$ cat src/rtl/core/deft_pkg.sv
package deft_pkg;

  // Table sizes and the stored parameter width.
  localparam int MsgCount   = 16;
  localparam int BcCount    = 8;
  localparam int ParamWidth = 16;

  // Fixed field widths of the stream items.
  localparam int OpWidth       = 3;
  localparam int IndexWidth    = 4;
  localparam int ParamInWidth  = 16;
  localparam int ParamOutWidth = 16;
  localparam int FlagWidth     = 2;

  // Index widths that address each table. The extended widths also hold the
  // table size itself, so the range check compares against an exact value.
  localparam int MsgIdxW = (MsgCount > 1) ? $clog2(MsgCount) : 1;
  localparam int BcIdxW  = (BcCount > 1) ? $clog2(BcCount) : 1;
  localparam int MsgExtW = (MsgIdxW + 1 > IndexWidth) ? MsgIdxW + 1 : IndexWidth;
  localparam int BcExtW  = (BcIdxW + 1 > IndexWidth) ? BcIdxW + 1 : IndexWidth;

  // Packed stream widths, rounded up to whole bytes.
  localparam int InFieldsW  = OpWidth + IndexWidth + ParamInWidth;
  localparam int OutFieldsW = 1 + ParamOutWidth;
  localparam int InDataW    = ((InFieldsW + 7) / 8) * 8;
  localparam int OutDataW   = ((OutFieldsW + 7) / 8) * 8;

  typedef enum logic [OpWidth-1:0] {
    OpSend      = 3'd0,
    OpSendParam = 3'd1,
    OpGet       = 3'd2,
    OpReadParam = 3'd3,
    OpTick      = 3'd4,
    OpBcSend    = 3'd5,
    OpBcGet     = 3'd6,
    OpClear     = 3'd7
  } op_e;

  typedef enum logic [FlagWidth-1:0] {
    FlagIdle    = 2'd0,
    FlagPosted  = 2'd1,
    FlagVisible = 2'd2
  } flag_e;

  typedef struct packed {
    logic [ParamInWidth-1:0] param_in;
    logic [IndexWidth-1:0]   message_index;
    op_e                     operation;
  } item_t;

  typedef struct packed {
    logic [ParamOutWidth-1:0] param_out;
    logic                     message_seen;
  } result_t;

  // One tick step of a flag; the unused code stays as it is.
  function automatic logic [FlagWidth-1:0] advance_flag(input logic [FlagWidth-1:0] f);
    logic [FlagWidth-1:0] nxt;
    nxt = f;
    if (f == FlagVisible) begin
      nxt = FlagIdle;
    end else if (f == FlagPosted) begin
      nxt = FlagVisible;
    end
    return nxt;
  endfunction

endpackage

$ cat src/rtl/core/deft_core.sv
module deft_core (
  input  logic             clk_i,
  input  logic             rst_ni,
  input  logic             fire_i,
  input  deft_pkg::item_t  item_i,
  output deft_pkg::result_t result_o
);

  logic [deft_pkg::FlagWidth-1:0]  msg_flags_q [deft_pkg::MsgCount];
  logic [deft_pkg::ParamWidth-1:0] msg_params_q [deft_pkg::MsgCount];
  logic [deft_pkg::FlagWidth-1:0]  bc_flags_q [deft_pkg::BcCount];

  logic [deft_pkg::MsgExtW-1:0] msg_ext;
  logic [deft_pkg::BcExtW-1:0]  bc_ext;
  logic [deft_pkg::MsgIdxW-1:0] msg_sel;
  logic [deft_pkg::BcIdxW-1:0]  bc_sel;
  logic                         msg_ok;
  logic                         bc_ok;
  logic [deft_pkg::FlagWidth-1:0]  msg_flag;
  logic [deft_pkg::FlagWidth-1:0]  bc_flag;
  logic [deft_pkg::ParamWidth-1:0] msg_param;

  // Decode the addressed entry of each table.
  assign msg_ext = deft_pkg::MsgExtW'(item_i.message_index);
  assign bc_ext  = deft_pkg::BcExtW'(item_i.message_index);
  assign msg_ok  = msg_ext < deft_pkg::MsgExtW'(deft_pkg::MsgCount);
  assign bc_ok   = bc_ext < deft_pkg::BcExtW'(deft_pkg::BcCount);
  assign msg_sel = msg_ext[deft_pkg::MsgIdxW-1:0];
  assign bc_sel  = bc_ext[deft_pkg::BcIdxW-1:0];

  assign msg_flag  = msg_ok ? msg_flags_q[msg_sel] : deft_pkg::FlagIdle;
  assign bc_flag   = bc_ok ? bc_flags_q[bc_sel] : deft_pkg::FlagIdle;
  assign msg_param = msg_ok ? msg_params_q[msg_sel] : '0;

  // Result of the current item, taken from the state before its update.
  always_comb begin
    result_o = '0;
    unique case (item_i.operation)
      deft_pkg::OpGet: begin
        result_o.message_seen = msg_ok && (msg_flag == deft_pkg::FlagVisible);
      end
      deft_pkg::OpReadParam: begin
        result_o.param_out = deft_pkg::ParamOutWidth'(msg_param);
      end
      deft_pkg::OpBcGet: begin
        result_o.message_seen = bc_ok && (bc_flag == deft_pkg::FlagVisible);
      end
      deft_pkg::OpSend, deft_pkg::OpSendParam, deft_pkg::OpTick,
      deft_pkg::OpBcSend, deft_pkg::OpClear: begin
        result_o = '0;
      end
      default: begin
        result_o = '0;
      end
    endcase
  end

  // Message flags and stored parameters.
  always_ff @(posedge clk_i or negedge rst_ni) begin
    if (!rst_ni) begin
      for (int i = 0; i < deft_pkg::MsgCount; i++) begin
        msg_flags_q[i]  <= deft_pkg::FlagIdle;
        msg_params_q[i] <= '0;
      end
    end else if (fire_i) begin
      unique case (item_i.operation)
        deft_pkg::OpSend, deft_pkg::OpSendParam: begin
          if (msg_ok && msg_flag == deft_pkg::FlagIdle) begin
            msg_flags_q[msg_sel] <= deft_pkg::FlagPosted;
            if (item_i.operation == deft_pkg::OpSendParam) begin
              msg_params_q[msg_sel] <= deft_pkg::ParamWidth'(item_i.param_in);
            end
          end
        end
        deft_pkg::OpGet: begin
          if (msg_ok && msg_flag == deft_pkg::FlagVisible) begin
            msg_flags_q[msg_sel] <= deft_pkg::FlagIdle;
          end
        end
        deft_pkg::OpTick: begin
          for (int i = 0; i < deft_pkg::MsgCount; i++) begin
            msg_flags_q[i] <= deft_pkg::advance_flag(msg_flags_q[i]);
          end
        end
        deft_pkg::OpClear: begin
          for (int i = 0; i < deft_pkg::MsgCount; i++) begin
            msg_flags_q[i] <= deft_pkg::FlagIdle;
          end
        end
        default: begin
        end
      endcase
    end
  end

  // Broadcast flags; a broadcast get leaves the entry as it is.
  always_ff @(posedge clk_i or negedge rst_ni) begin
    if (!rst_ni) begin
      for (int i = 0; i < deft_pkg::BcCount; i++) begin
        bc_flags_q[i] <= deft_pkg::FlagIdle;
      end
    end else if (fire_i) begin
      unique case (item_i.operation)
        deft_pkg::OpBcSend: begin
          if (bc_ok && bc_flag == deft_pkg::FlagIdle) begin
            bc_flags_q[bc_sel] <= deft_pkg::FlagPosted;
          end
        end
        deft_pkg::OpTick: begin
          for (int i = 0; i < deft_pkg::BcCount; i++) begin
            bc_flags_q[i] <= deft_pkg::advance_flag(bc_flags_q[i]);
          end
        end
        deft_pkg::OpClear: begin
          for (int i = 0; i < deft_pkg::BcCount; i++) begin
            bc_flags_q[i] <= deft_pkg::FlagIdle;
          end
        end
        default: begin
        end
      endcase
    end
  end

endmodule

$ cat src/rtl/core/delayed_event_flag_table.sv
// Event flag table for cooperating state machines. Each input transfer carries one
// operation (send, send with parameter, get, read parameter, tick, broadcast send,
// broadcast get, clear) and produces exactly one result transfer. An item passes
// through an input register and then a result register, and the flag and
// parameter tables update in the cycle the item moves between them, so one item
// is taken per cycle while the result side keeps accepting, and its result is
// offered on the master side once it has reached the result register. All table
// state lives in flip-flops; a tick updates every entry at once, in the cycle it
// moves between the registers. Reset clears both flag tables to idle and the
// stored parameters to zero at once, with no clearing pass.
module delayed_event_flag_table (
  input  logic                          clk_i,
  input  logic                          rst_ni,
  input  logic                          s_axis_tvalid,
  output logic                          s_axis_tready,
  // Fields from bit 0: operation[2:0], message_index[6:3], param_in[22:7], zero fill.
  input  logic [deft_pkg::InDataW-1:0]  s_axis_tdata,
  output logic                          m_axis_tvalid,
  input  logic                          m_axis_tready,
  // Fields from bit 0: message_seen[0], param_out[16:1], zero fill.
  output logic [deft_pkg::OutDataW-1:0] m_axis_tdata
);

  logic              in_valid_q, in_valid_d;
  deft_pkg::item_t   in_item_q;
  logic              out_valid_q, out_valid_d;
  deft_pkg::result_t out_result_q;
  deft_pkg::result_t result;
  logic              s_fire;
  logic              advance;

  // An item moves on when the result register is free or being emptied.
  assign advance       = in_valid_q && (!out_valid_q || m_axis_tready);
  assign s_axis_tready = !in_valid_q || advance;
  assign s_fire        = s_axis_tvalid && s_axis_tready;

  assign in_valid_d  = s_fire || (in_valid_q && !advance);
  assign out_valid_d = advance || (out_valid_q && !m_axis_tready);

  // Handshake state.
  always_ff @(posedge clk_i or negedge rst_ni) begin
    if (!rst_ni) begin
      in_valid_q  <= 1'b0;
      out_valid_q <= 1'b0;
    end else begin
      in_valid_q  <= in_valid_d;
      out_valid_q <= out_valid_d;
    end
  end

  // Payload registers.
  always_ff @(posedge clk_i) begin
    if (s_fire) begin
      in_item_q <= deft_pkg::item_t'(s_axis_tdata[deft_pkg::InFieldsW-1:0]);
    end
    if (advance) begin
      out_result_q <= result;
    end
  end

  deft_core u_core (
    .clk_i    (clk_i),
    .rst_ni   (rst_ni),
    .fire_i   (advance),
    .item_i   (in_item_q),
    .result_o (result)
  );

  assign m_axis_tvalid = out_valid_q;
  assign m_axis_tdata  = deft_pkg::OutDataW'(out_result_q);

endmodule

$ cat config.mk
export PLATFORM = sky130hd
export DESIGN_NAME = delayed_event_flag_table
export DESIGN_NICKNAME = d
export VERILOG_FILES = /design/src/rtl/core/deft_pkg.sv /design/src/rtl/core/deft_core.sv /design/src/rtl/core/delayed_event_flag_table.sv
export SDC_FILE = /design/constraint.sdc
export NUM_CORES = 1
export LEC_CHECK = 0
export BUFFER_PORTS_ARGS = -buffer_cell sky130_fd_sc_hd__buf_2
export CORE_MARGIN = 10
export CORE_UTILIZATION = 45
export CTS_CLUSTER_SIZE = 30
export DETAILED_ROUTE_END_ITERATION = 8
export MAX_ROUTING_LAYER = met4
export PLACE_DENSITY = 0.58
export SLEW_MARGIN = 10
export SYNTH_ARGS = -nofsm -noshare
export SYNTH_HDL_FRONTEND = slang
export SYNTH_SLANG_ARGS = --single-unit
$ cat constraint.sdc
create_clock -name clk_i -period 3.7 [get_ports clk_i]
set_input_delay 0.74 -clock clk_i [delete_from_list [all_inputs] [get_ports clk_i]]
set_output_delay 0.74 -clock clk_i [all_outputs]
set_load 0.01 [all_outputs]
==> summary.txt <==
Sequential fraction of the synthesis area: 55.12%
Unique cell type count in the Yosys netlist: 51
Tightest Hold Check Type: in2async
Cell repeated most along the worst path: mux4_2
Slew Viols, Final: 0
Post-CTS Setup Inserts: 0
First-pass GRT wire length: 61.00 mm
Reg clk slew, reported paths: 50 ps
Setup CP Type: reg2reg
GR Util All Layers: 18.39%
Area share of the largest cell type after synthesis: 47.65%
Vias in the first global route: 9,795
Grt ovf: 0
Cells along the critical path: mux4_2 -> mux4_2 -> nor2_8 -> nand3_4 -> mux2_2
Achievable clock frequency: 0.2933 GHz
Die Y-Extent: 209.0 um
Family with the most delay on the worst path: multiplexers
RSZ-0062 raised after global routing: no
Synth Register Bits: 346
Worst Path Required: 4120 ps
Die ar.: 0.04367 sq mm
Root Buffer: clkbuf_16
Critical path buffers and inverters: 0
Internal: 6.927 mW
Post-Syn Instances: 1,048
H-Tree Depth: 2
Crit path max-delay cell type: edfxtp_1
I/O pin cnt: 54
Placer congestion estimate: 0.7974
Logic pwr share: 9.7%
Setup tns final: 0 ps
Synthesized cell area: 0.01607 sq mm
Core area: 0.03540 sq mm
Switching pwr: 2.187 mW
FILL cells: 3,049
Drt drc: 0
Main flop type after synthesis: dfrtp_1
Clock buffer depth: 3
Slew @ Worst Pin: 864.2 ps
Nets: 1,119
Max Cap Violations: 0
I/O Buffers: 45
Std cell rows: 69
Number of synthesized flops with an enable pin: 40
Synth warn: 0
N_diodes: 0
Synth area leader: dfrtp_1
Total wire length: 38.94 mm
Avg WL per Cell: 24.60 um
P per Cell Area: 501.7 mW/mm^2
Worst vdd ir: 0.3757 mV
Drt first pass iters: 4
Setup crit end kind: flip-flop
CP max stage delay: 710 ps
Max-Slew Margin vs Limit: 42.39%
Seq pwr share: 47.8%
Startpoint Class: flip-flop
Via count: 9,266
Final setup fails: 0
Register area: 0.008859 sq mm
CP arrival: 3830 ps
Lkg Pwr: 8.284 nW
# resized after CTS: 0
Syn_area_per_cell: 15.33 sq um
Final period util: 92.15%
Overall Power: 9.114 mW
Cts-stage hold buffer count: 0
Layout cells sized above 1: 45.90%
Status: finished clean
Largest cells by area after synthesis: dfrtp_1 48%, mux2_2 17%, mux4_2 13%, edfxtp_1 7.5%, clkbuf_1 1.2%
CP startpoint: in_item_q[4]
Multi-input gate area: 0.006675 sq mm
Clk_lat worst skew: 540 ps
TritonCTS clock tree: built
Vias per std cell: 5.853
Initial Util: 45.40%
Tmin final: 3410 ps
Largest net degree at the start of global routing: 105
Post-detail-place hpwl: 23.01 mm
Final hold vios: 0
CTS Sinks: 346
Die X: 209.0 um
Synth-to-Final Area Change: 13.04%
Antenna violations before repair: 0
Clock skew: 11.08 ps
R2R Path Start: in_item_q[4]
Sw Share: 23.99%
Fraction of registers with async set/reset: 88.44%
Clock Power Share: 42.5%
CTS buffer count: 40
DRT antenna net count: 0
Crit path max fanout: 16
Initial DRC Count: 638
## power groups by stage
stage | sequential [mW] | combinational [mW] | clock [mW]
after floorplan | 4.33 | 0.651 | 0
after detailed placement | 4.42 | 0.896 | 0
after global placement | 4.41 | 0.881 | 0
after CTS | 4.35 | 0.898 | 3.98
after global routing | 4.39 | 0.965 | 4.13
final | 4.35 | 0.886 | 3.87
## worst register-to-register path: stages (launching register included)
cell,delay [ps]
edfxtp_1,710
mux4_2,590
mux4_2,600
nor2_8,440
nand3_4,500
mux2_2,450
## final timing paths
check,to,slack [ps],cells after the start
min,u_core.bc_flags_q[9],280,1
min reg2reg,u_core.msg_params_q[217],490,1
max in group asynchronous,u_core.msg_params_q[2],2500,2
max,u_core.msg_params_q[101],290,5
max reg2reg,u_core.msg_params_q[101],290,5
min in group clk_i,in_item_q[9],380,1
## cell families (layout without fill, tap and decap cells)
logic type | count (synthesis) | count (layout) | share of synthesized area, %
multiplexers | 354 | 354 | 31.24
flip-flops | 346 | 346 | 55.12
AND/OR/NAND/NOR | 128 | 128 | 5.295
buffers and inverters | 111 | 179 | 3.535
AO/OA/AOI/OAI | 108 | 108 | 4.780
other | 1 | 7 | 0.02333
## routing by layer
metal  share of wire, %  GRT usage (%)  routed length [um]  vias up
li1                   -              -                   -     4069
met1                 45          24.36               17330     4879
met2                 48          29.00               18860      263
met3                5.3          3.042                2057       55
met4                1.8          4.813                 697        0
met5                  0              -                   0        -
## flip-flops by register name, summed over array words and instances (netlist names)
name and count:
u_core.bc_flags_q 16, m_axis_tdata 17, in_valid_q 1, u_core.msg_params_q 256, u_core.msg_flags_q 32, m_axis_tvalid 1, in_item_q 23
## layout by cell type, fill, tap and decap left out, types with 3 or more instances in the layout
| cell type | count |
|---|---|
| a32o_1 | 15 |
| and2_1 | 6 |
| nand3_1 | 20 |
| clkbuf_8 | 6 |
| mux4_2 | 92 |
| mux2_1 | 11 |
| mux2i_1 | 3 |
| buf_4 | 37 |
| nand4_1 | 3 |
| clkinv_1 | 3 |
| clkbuf_1 | 10 |
| o2111ai_1 | 4 |
| nand3_2 | 5 |
| o31ai_1 | 18 |
| a211oi_1 | 9 |
| nand3_4 | 10 |
| a22o_1 | 3 |
| conb_1 | 7 |
| nand2_1 | 18 |
| nand3b_1 | 4 |
| clkinv_2 | 8 |
| buf_12 | 9 |
| edfxtp_1 | 40 |
| a21oi_1 | 26 |
| inv_1 | 14 |
| buf_2 | 44 |
| a31oi_1 | 11 |
| o21ai_0 | 4 |
| o22ai_1 | 8 |
| a221oi_1 | 5 |
| nor2b_1 | 19 |
| a211o_1 | 3 |
| clkbuf_16 | 43 |
| mux2_2 | 247 |
| nor2_1 | 19 |
| nand2b_1 | 6 |
| dfrtp_1 | 306 |
## metrics by stage
| step | instance area, sq um | hold WS [ps] | std cells | utilization [%] | worst slack [ps] |
|---|---|---|---|---|---|
| global placement | 16860 | 469.4 | 1510 | 47.63 | 254.3 |
| finish | 18170 | 282.1 | 1583 | 51.32 | 290.4 |
| detailed placement | 16860 | 475.5 | 1510 | 47.63 | 241.1 |
| global route | 18170 | 339.1 | 1583 | 51.32 | 172.2 |
| CTS | 18170 | 302.9 | 1583 | 51.32 | 232.0 |
| floorplan | 16090 | 444.4 | 1054 | - | 759.9 |
## Yosys cell counts (2+ instances only)
library cell    n
nand2_1        18
and3_1          2
clkbuf_1       50
o2111ai_1       4
a21oi_1        26
buf_4           8
buf_2          16
nand3_2         5
o21ai_0         4
or3b_2          2
edfxtp_1       40
nand2b_1        6
nor2_1         19
nand3b_1        4
a22oi_1         2
a31oi_1        11
mux2_1         11
dfrtp_1       306
o22ai_1         8
nand3_4        10
or2_2           2
mux4_2         92
a32o_1         15
nor2b_1        20
a22o_1          3
a221oi_1        5
a211o_1         3
o31ai_1        18
buf_6          12
mux2i_1         3
nand3_1        20
inv_1          14
nand4_1         3
nor3_1          2
mux2_2        247
and2_1          6
buf_1           9
a211oi_1        9
## area by class of cell
cell class	instances	share of cell area (%)
clock buffer	59	6.584
sequential	346	48.76
timing repair buffer	91	3.816
clock inverter	14	0.6061
inverter	15	0.3099
tap	461	3.175
multi-input combinational	597	36.74
(Power assumes the default switching activity.)
